File: src/hw/rtl/gsl_pkg.sv
// ----------------------------------------------------------------------------
// gsl_pkg
// Shared types, constants and the per-channel operation sequence of the
// global SSIM loss block.
// ----------------------------------------------------------------------------
`timescale 1ns / 1ps

package gsl_pkg;

  localparam int MaxChannelsDef = 4;
  localparam int MaxDimDef      = 1024;

  // register indexes of the configuration port
  localparam logic [1:0] CfgRowsIdx  = 2'd0;
  localparam logic [1:0] CfgColsIdx  = 2'd1;
  localparam logic [1:0] CfgChansIdx = 2'd2;

  localparam int SsimK9   = 9;
  localparam int SsimK10k = 10000;
  localparam int SsimK20k = 20000;

  localparam int          QuoBits  = 18;
  localparam logic [17:0] OneQ16   = 18'd65536;
  localparam logic [17:0] TwoQ16   = 18'd131072;

  localparam int UopW    = 5;
  localparam int NumUops = 18;

  typedef enum logic [3:0] {
    S_ACCUM,
    S_MAC_LOAD,
    S_MAC_RUN,
    S_DIV_LOAD,
    S_DIV_CHECK,
    S_DIV_RUN,
    S_RES,
    S_OUT
  } state_e;

  typedef enum logic [4:0] {
    OP_NS,
    OP_N,
    OP_SP,
    OP_ST,
    OP_SPT,
    OP_SPPT,
    OP_D2,
    OP_PROD,
    OP_T,
    OP_BM,
    OP_SQ,
    OP_A,
    OP_E,
    OP_F,
    OP_K1,
    OP_K9,
    OP_K10K,
    OP_K20K
  } opnd_e;

  typedef enum logic [3:0] {
    DST_NONE,
    DST_D2,
    DST_PROD,
    DST_A,
    DST_T,
    DST_BM,
    DST_SQ,
    DST_E,
    DST_F
  } dst_e;

  typedef struct packed {
    logic  keep;
    logic  sub;
    opnd_e x;
    opnd_e y;
    dst_e  dst;
  } uop_t;

  typedef struct packed {
    logic accum;
    logic clear;
    logic mac_load;
    logic mac_step;
    logic mac_store;
    logic div_load;
    logic div_mean;
    logic div_check;
    logic div_step;
    logic res_add;
    logic chan_next;
    logic out_load;
    uop_t uop;
  } cmd_t;

  typedef struct packed {
    logic last_sample;
    logic chan_last;
    logic mac_idle;
    logic div_done;
  } sts_t;

  // per channel: acc = (keep ? acc : 0) +/- x * y, then optional store
  function automatic uop_t uop_rom(logic [UopW-1:0] idx);
    uop_t u;
    u = '{1'b0, 1'b0, OP_K1, OP_K1, DST_NONE};
    unique case (idx)
      5'd0:    u = '{1'b0, 1'b0, OP_NS,   OP_NS,   DST_D2};
      5'd1:    u = '{1'b0, 1'b0, OP_SP,   OP_ST,   DST_PROD};
      5'd2:    u = '{1'b0, 1'b0, OP_D2,   OP_K1,   DST_NONE};
      5'd3:    u = '{1'b1, 1'b0, OP_PROD, OP_K20K, DST_A};
      5'd4:    u = '{1'b0, 1'b0, OP_SPT,  OP_N,    DST_T};
      5'd5:    u = '{1'b0, 1'b0, OP_D2,   OP_K9,   DST_NONE};
      5'd6:    u = '{1'b1, 1'b0, OP_T,    OP_K20K, DST_NONE};
      5'd7:    u = '{1'b1, 1'b1, OP_PROD, OP_K20K, DST_BM};
      5'd8:    u = '{1'b0, 1'b0, OP_SP,   OP_SP,   DST_NONE};
      5'd9:    u = '{1'b1, 1'b0, OP_ST,   OP_ST,   DST_SQ};
      5'd10:   u = '{1'b0, 1'b0, OP_D2,   OP_K1,   DST_NONE};
      5'd11:   u = '{1'b1, 1'b0, OP_SQ,   OP_K10K, DST_E};
      5'd12:   u = '{1'b0, 1'b0, OP_SPPT, OP_N,    DST_NONE};
      5'd13:   u = '{1'b1, 1'b1, OP_SQ,   OP_K1,   DST_T};
      5'd14:   u = '{1'b0, 1'b0, OP_D2,   OP_K9,   DST_NONE};
      5'd15:   u = '{1'b1, 1'b0, OP_T,    OP_K10K, DST_F};
      5'd16:   u = '{1'b0, 1'b0, OP_A,    OP_BM,   DST_A};
      5'd17:   u = '{1'b0, 1'b0, OP_E,    OP_F,    DST_E};
      default: u = '{1'b0, 1'b0, OP_K1, OP_K1, DST_NONE};
    endcase
    return u;
  endfunction

endpackage

File: src/hw/rtl/gsl_ctrl.sv
// ----------------------------------------------------------------------------
// gsl_ctrl
// Sequencer: accumulation phase, per-channel multiply program, divisions,
// channel mean and the output register handshake.
// ----------------------------------------------------------------------------
`timescale 1ns / 1ps

module gsl_ctrl (
  input  logic          clk_i,
  input  logic          rst_ni,
  input  logic          in_valid_i,
  output logic          in_ready_o,
  output logic          out_valid_o,
  input  logic          out_ready_i,
  input  gsl_pkg::sts_t sts_i,
  output gsl_pkg::cmd_t cmd_o
);
  import gsl_pkg::*;

  state_e            state_q, state_d;
  logic [UopW-1:0]   uop_q, uop_d;
  logic              mean_q, mean_d;
  logic              out_valid_q, out_valid_d;

  always_ff @(posedge clk_i or negedge rst_ni) begin
    if (!rst_ni) begin
      state_q     <= S_ACCUM;
      uop_q       <= '0;
      mean_q      <= 1'b0;
      out_valid_q <= 1'b0;
    end else begin
      state_q     <= state_d;
      uop_q       <= uop_d;
      mean_q      <= mean_d;
      out_valid_q <= out_valid_d;
    end
  end

  always_comb begin
    state_d     = state_q;
    uop_d       = uop_q;
    mean_d      = mean_q;
    in_ready_o  = 1'b0;
    cmd_o       = '0;
    cmd_o.uop   = uop_rom(uop_q);
    cmd_o.div_mean = mean_q;

    unique case (state_q)
      S_ACCUM: begin
        in_ready_o  = 1'b1;
        cmd_o.accum = in_valid_i;
        if (in_valid_i && sts_i.last_sample) begin
          uop_d   = '0;
          state_d = S_MAC_LOAD;
        end
      end
      S_MAC_LOAD: begin
        cmd_o.mac_load = 1'b1;
        state_d        = S_MAC_RUN;
      end
      S_MAC_RUN: begin
        cmd_o.mac_step = 1'b1;
        if (sts_i.mac_idle) begin
          cmd_o.mac_store = 1'b1;
          if (uop_q == UopW'(NumUops - 1)) begin
            mean_d  = 1'b0;
            state_d = S_DIV_LOAD;
          end else begin
            uop_d   = uop_q + 1'b1;
            state_d = S_MAC_LOAD;
          end
        end
      end
      S_DIV_LOAD: begin
        cmd_o.div_load = 1'b1;
        state_d        = S_DIV_CHECK;
      end
      S_DIV_CHECK: begin
        cmd_o.div_check = 1'b1;
        state_d         = S_DIV_RUN;
      end
      S_DIV_RUN: begin
        if (!sts_i.div_done) begin
          cmd_o.div_step = 1'b1;
        end else if (mean_q) begin
          state_d = S_OUT;
        end else begin
          state_d = S_RES;
        end
      end
      S_RES: begin
        cmd_o.res_add = 1'b1;
        if (sts_i.chan_last) begin
          mean_d  = 1'b1;
          state_d = S_DIV_LOAD;
        end else begin
          cmd_o.chan_next = 1'b1;
          uop_d           = '0;
          state_d         = S_MAC_LOAD;
        end
      end
      S_OUT: begin
        if (!out_valid_q || out_ready_i) begin
          cmd_o.out_load = 1'b1;
          cmd_o.clear    = 1'b1;
          state_d        = S_ACCUM;
        end
      end
      default: state_d = S_ACCUM;
    endcase
  end

  always_comb begin
    out_valid_d = out_valid_q;
    if (cmd_o.out_load) begin
      out_valid_d = 1'b1;
    end else if (out_ready_i) begin
      out_valid_d = 1'b0;
    end
  end

  assign out_valid_o = out_valid_q;

endmodule

File: config.mk
export PLATFORM = sky130hd
export DESIGN_NAME = gsl_ctrl
export DESIGN_NICKNAME = d
export VERILOG_FILES = /design/src/hw/rtl/gsl_pkg.sv /design/src/hw/rtl/gsl_ctrl.sv
export SDC_FILE = /design/constraint.sdc
export NUM_CORES = 1
export LEC_CHECK = 0
export BUFFER_PORTS_ARGS = -buffer_cell sky130_fd_sc_hd__buf_2
export CAP_MARGIN = 40
export CELL_PAD_IN_SITES_DETAIL_PLACEMENT = 2
export CELL_PAD_IN_SITES_GLOBAL_PLACEMENT = 2
export CORE_MARGIN = 2
export CORE_UTILIZATION = 29
export CTS_CLUSTER_SIZE = 16
export DETAILED_ROUTE_END_ITERATION = 8
export PLACE_DENSITY_LB_ADDON = 0.1
export SLEW_MARGIN = 25
export SYNTH_ARGS = -nofsm -noshare
export SYNTH_HDL_FRONTEND = slang
export SYNTH_SLANG_ARGS = --single-unit
File: constraint.sdc
create_clock -name clk_i -period 3.8 [get_ports clk_i]
set_input_delay 0.38 -clock clk_i [delete_from_list [all_inputs] [get_ports clk_i]]
set_output_delay 0.38 -clock clk_i [all_outputs]
set_load 0.02 [all_outputs]
## Word-level counts from Yosys, hierarchy flattened

Memory sizes are Yosys's and may differ from the RTL's.
Cells that the tools add are included.

- Output and inout bits: 30
- Memories kept: 1
- Bits in read-only memories: 480
- Word-level logic and storage cells: 64
- Register bits after elaboration: 11

Memory list:

| name | words | width | rd ports | clocked after memory_dff | write ports | RTL line | source |
|---|---|---|---|---|---|---|---|
| (no name shown) | 32 | 15 | 1 | 0 | 0 | gsl_pkg.sv:108 | `unique case (idx)` |

- Reductions and logical operators: 10
- Multiplexer cells: 32
- Equality and inequality tests: 16
- Add/sub/neg operators: 1

Operator list:

| cell | number |
|---|---|
| $pmux 4 s8 | 1 |
| $mux 5 | 4 |
| $mux 1 | 17 |
| $eq 4x3->1 const B | 4 |
| $mux 4 | 4 |
| $ne 2x2->1 const B | 8 |
| $pmux 5 s3 | 1 |
| $eq 4x2->1 const B | 2 |
| $mux 2 | 4 |
| $reduce_and 4->1 | 2 |
| $add 5x1->5 const B | 1 |
| $eq 5x5->1 const B | 1 |
| $reduce_and 5->1 | 1 |
| $eq 4x1->1 const B | 1 |
| $logic_not 4->1 | 1 |
| $reduce_bool 2->1 | 2 |
| $reduce_bool 3->1 | 1 |
| $pmux 1 s2 | 1 |
| $logic_and 1x1->1 | 1 |
| $logic_not 1->1 | 1 |
| $logic_or 1x1->1 | 1 |

## Logic depth before layout (Yosys ltp)

- Word-level depth: 5
- Mapped depth: 6
- Depth with buffers taken out: 6

## Worst setup path before layout

No wires, ideal clock.

- Kind: reg2out
- Start: register uop_q[0]
- End: output cmd_o[6] (netlist bit)
- Path slack: 1459 ps
- Required time: 3420 ps
- Data arrival time: 1961 ps
- Stages on the path, launching flop included: 7
- Path buffers: 0
- Path through: dfrtp_1 inv_1 ha_1 mux2_2 nor2_1 o21bai_1 a21boi_1

RTL lines:

| item | RTL line | source |
|---|---|---|
| start, declared | gsl_ctrl.sv:21 | `logic [UopW-1:0] uop_q, uop_d;` |
| start signal, assigned | gsl_ctrl.sv:33 | `uop_q <= uop_d;` |
| end, declared | gsl_ctrl.sv:16 | `output gsl_pkg::cmd_t cmd_o` |

==> impl_metrics.tcl <==
set metrics [dict create \
    reg2reg_from "uop_q[1]$_DFFE_PN0P_" \
    ir_drop_mv 0.259 \
    tns_ns 0 \
    drt-pass1-iter-count 4 \
    finalCriticalPeriod_ns 2.57 \
    grt_pass1_wl_um 6220 \
    rows 22 \
    vias_per_cell 5.23 \
    instances_no_fill 222 \
    antenna_found_initial 0 \
    insertion_delay_ns 0.24 \
    path_class "register to primary output" \
    drtIter0Drc 56 \
    synth_area_mm2 0.00114 \
    clkSlewWorstSetupHoldPaths_ns 0.05 \
    cp_max_fo 9 \
    cts_buffer_depth 2 \
    die_height_um 66.7 \
    post_cts_buffers 0 \
    grt_max_degree 26 \
    wl_met3_um 129 \
    setup_violations 0 \
    gp_congestion 0.751 \
    final_cell_mix "buf_2, nand2_1, a21oi_1" \
    num_vias 1162 \
    die_w_um 66.7 \
    wl_met2_um 1780 \
    post_cts_resized 0 \
    numPortBuffers 36 \
    hold_violations 0 \
    ys.warnings.count 0 \
    wl_um 3810 \
    worstPathRequired_ns 3.42 \
    start_util 0.307 \
    syn_inst 149 \
    min_period_over_period 0.676 \
    status "completed" \
    arrival_ns 2.19 \
    core_area_mm2 0.00372 \
    mostFrequentLayoutCell "buf_2" \
    cts.sinks 10 \
    fmax_mhz 389 \
    min_path_type "input port to async pin" \
    io_pins 38 \
    grt-ovfl-total 0 \
    start_kind "register" \
    cp-end-kind "primary output" \
    worstMarginPinSlew_ns 0.776 \
    synth.net_count 166 \
    dp_hpwl_um 2750 \
    antenna_left 0 \
    numCtsBuffers 3 \
    cts_tree "yes" \
    drc 0 \
    final_layout_size_suffix_gt1_frac 0.287 \
    finalClockSkew_ns 0.00452 \
    rsz0062_at_grt "false" \
    slew_violations 0 \
    synth-seq-cells 10 \
    h-tree-depth 1 \
    grt_pass1_vias 1198 \
    cellPowerDensity_mw_per_mm2 715 \
    cts_root_buf "clkbuf_8" \
    num_antenna_cells 0 \
    drv_cap 0 \
    dpl.cell_count 217 \
    hold_buffers 0 \
    seq_area_frac_synth 0.219 \
    n_fill_cell 441 \
    wl_met1_um 1880 \
    synth_cell_types 40 \
    slew_headroom 0.483 \
    startpoint "uop_q[0]$_DFFE_PN0P_" \
    fin_nets 192 \
    syn_to_final_growth_pct 19.7 \
    leakage_nw 0.637 \
    dr.max_layer_used "met4" \
    dieArea_mm2 0.00445 \
    avgRoutedWirePerCell_um 17.2 \
    synth.avg_cell_area_um2 7.66 \
    grt_use_total 0.185 \
]
==> final cells by class <==
type	instances	area, µm²	share of cell area
multi-input cells	118	787	0.576
clock buffers	4	55.1	0.0403
well taps	48	60.1	0.0440
inverters	5	18.8	0.0137
repair buffers	37	195	0.143
flip-flops and latches	10	250	0.183
==> logic make-up (layout without fill, tap and decap cells) <==
family | count (synthesis) | count (layout) | share of synthesized area
other | 1 | 1 | 0.00329
DFF | 10 | 10 | 0.219
AOI/OAI and AO/OA | 42 | 42 | 0.243
buffers and inverters | 21 | 46 | 0.0910
and+or+nand+nor | 60 | 60 | 0.288
muxes | 6 | 6 | 0.0559
adders and majority gates | 9 | 9 | 0.0987
==> stage by stage <==
stage	instance area (µm²)	worst slack (ns)	total power [mW]	hold slack [ns]	utilization
final	1370	1.23	0.977	0.00343	0.368
after detailed placement	1300	1.49	0.847	0.271	0.349
after CTS	1350	1.22	0.992	0.0153	0.364
after floorplan	1140	1.46	0.668	0.0844	-
after global placement	1300	1.60	0.820	0.262	0.349
after global routing	1370	1.10	1.07	0.0151	0.368
==> flip-flops by register name (all words and copies together) (netlist names) <==
register	cells
mean_q	1
out_valid_o	1
uop_q	5
state_q	3
==> critical path, cell delays in order (launching register included) <==
cell	delay, ns
dfrtp_1	0.51
inv_1	0.21
ha_1	0.40
nor2_1	0.16
a21oi_1	0.06
mux2_2	0.29
o21ai_1	0.12
buf_2	0.19
==> cell usage after synthesis <==
cell / instances / area [µm²]
nand2_1: 17 / 63.8
a21oi_1: 15 / 75.1
nor2_1: 11 / 41.3
dfrtp_1: 10 / 250
ha_1: 9 / 113
clkbuf_1: 8 / 30.0
nand3_1: 7 / 35.0
buf_4: 6 / 45.0
a31oi_1: 5 / 31.3
o21ai_1: 5 / 25.0
nand2b_1: 4 / 25.0
nor2b_1: 4 / 25.0
o21ai_0: 4 / 20.0
and2_1: 3 / 18.8
inv_1: 3 / 11.3
mux2i_1: 3 / 30.0
nor3_1: 3 / 15.0
nor3b_1: 3 / 22.5
a41oi_1: 2 / 17.5
and3_1: 2 / 12.5
buf_2: 2 / 10.0
inv_2: 2 / 7.51
mux2_2: 2 / 22.5
nor3b_2: 2 / 25.0
o22ai_1: 2 / 12.5
a2111oi_4: 1 / 27.5
a21boi_1: 1 / 7.51
a22o_1: 1 / 8.76
a311o_1: 1 / 10.0
a311oi_1: 1 / 8.76
and3b_1: 1 / 8.76
and4bb_1: 1 / 12.5
conb_1: 1 / 3.75
mux2_1: 1 / 11.3
nand3b_1: 1 / 7.51
nand4bb_2: 1 / 16.3
o211a_2: 1 / 10.0
o211ai_1: 1 / 7.51
o21bai_1: 1 / 7.51
o2bb2ai_1: 1 / 8.76
==> layer usage <==
layer / vias to the layer above / global-route usage
li1: 578 / -
met1: 557 / 0.261
met2: 23 / 0.298
met3: 4 / 0.0372
met4: 0 / 0.0230
met5: - / 0
==> final timing paths <==
check                                    endpoint  slack (ns)  cells after the start
max                                      cmd_o[2]        1.23                      7
min                        state_q[2]$_DFFE_PN0P_       0.003                      1
max reg2reg                  uop_q[1]$_DFFE_PN0P_        1.57                      6
min reg2reg                    mean_q$_DFFE_PN0P_        0.53                      1
max in group asynchronous    uop_q[3]$_DFFE_PN0P_        3.58                      1
min in group clk_i             mean_q$_DFFE_PN0P_        0.42                      2
==> report_power, final <==
| group | internal, mW | switching [mW] | total (mW) |
|---|---|---|---|
| sequential | 0.142 | 0.106 | 0.248 |
| clock | 0.0916 | 0.0484 | 0.140 |
| combinational | 0.222 | 0.367 | 0.589 |
No activity file was read; power rests on OpenSTA's default activity.
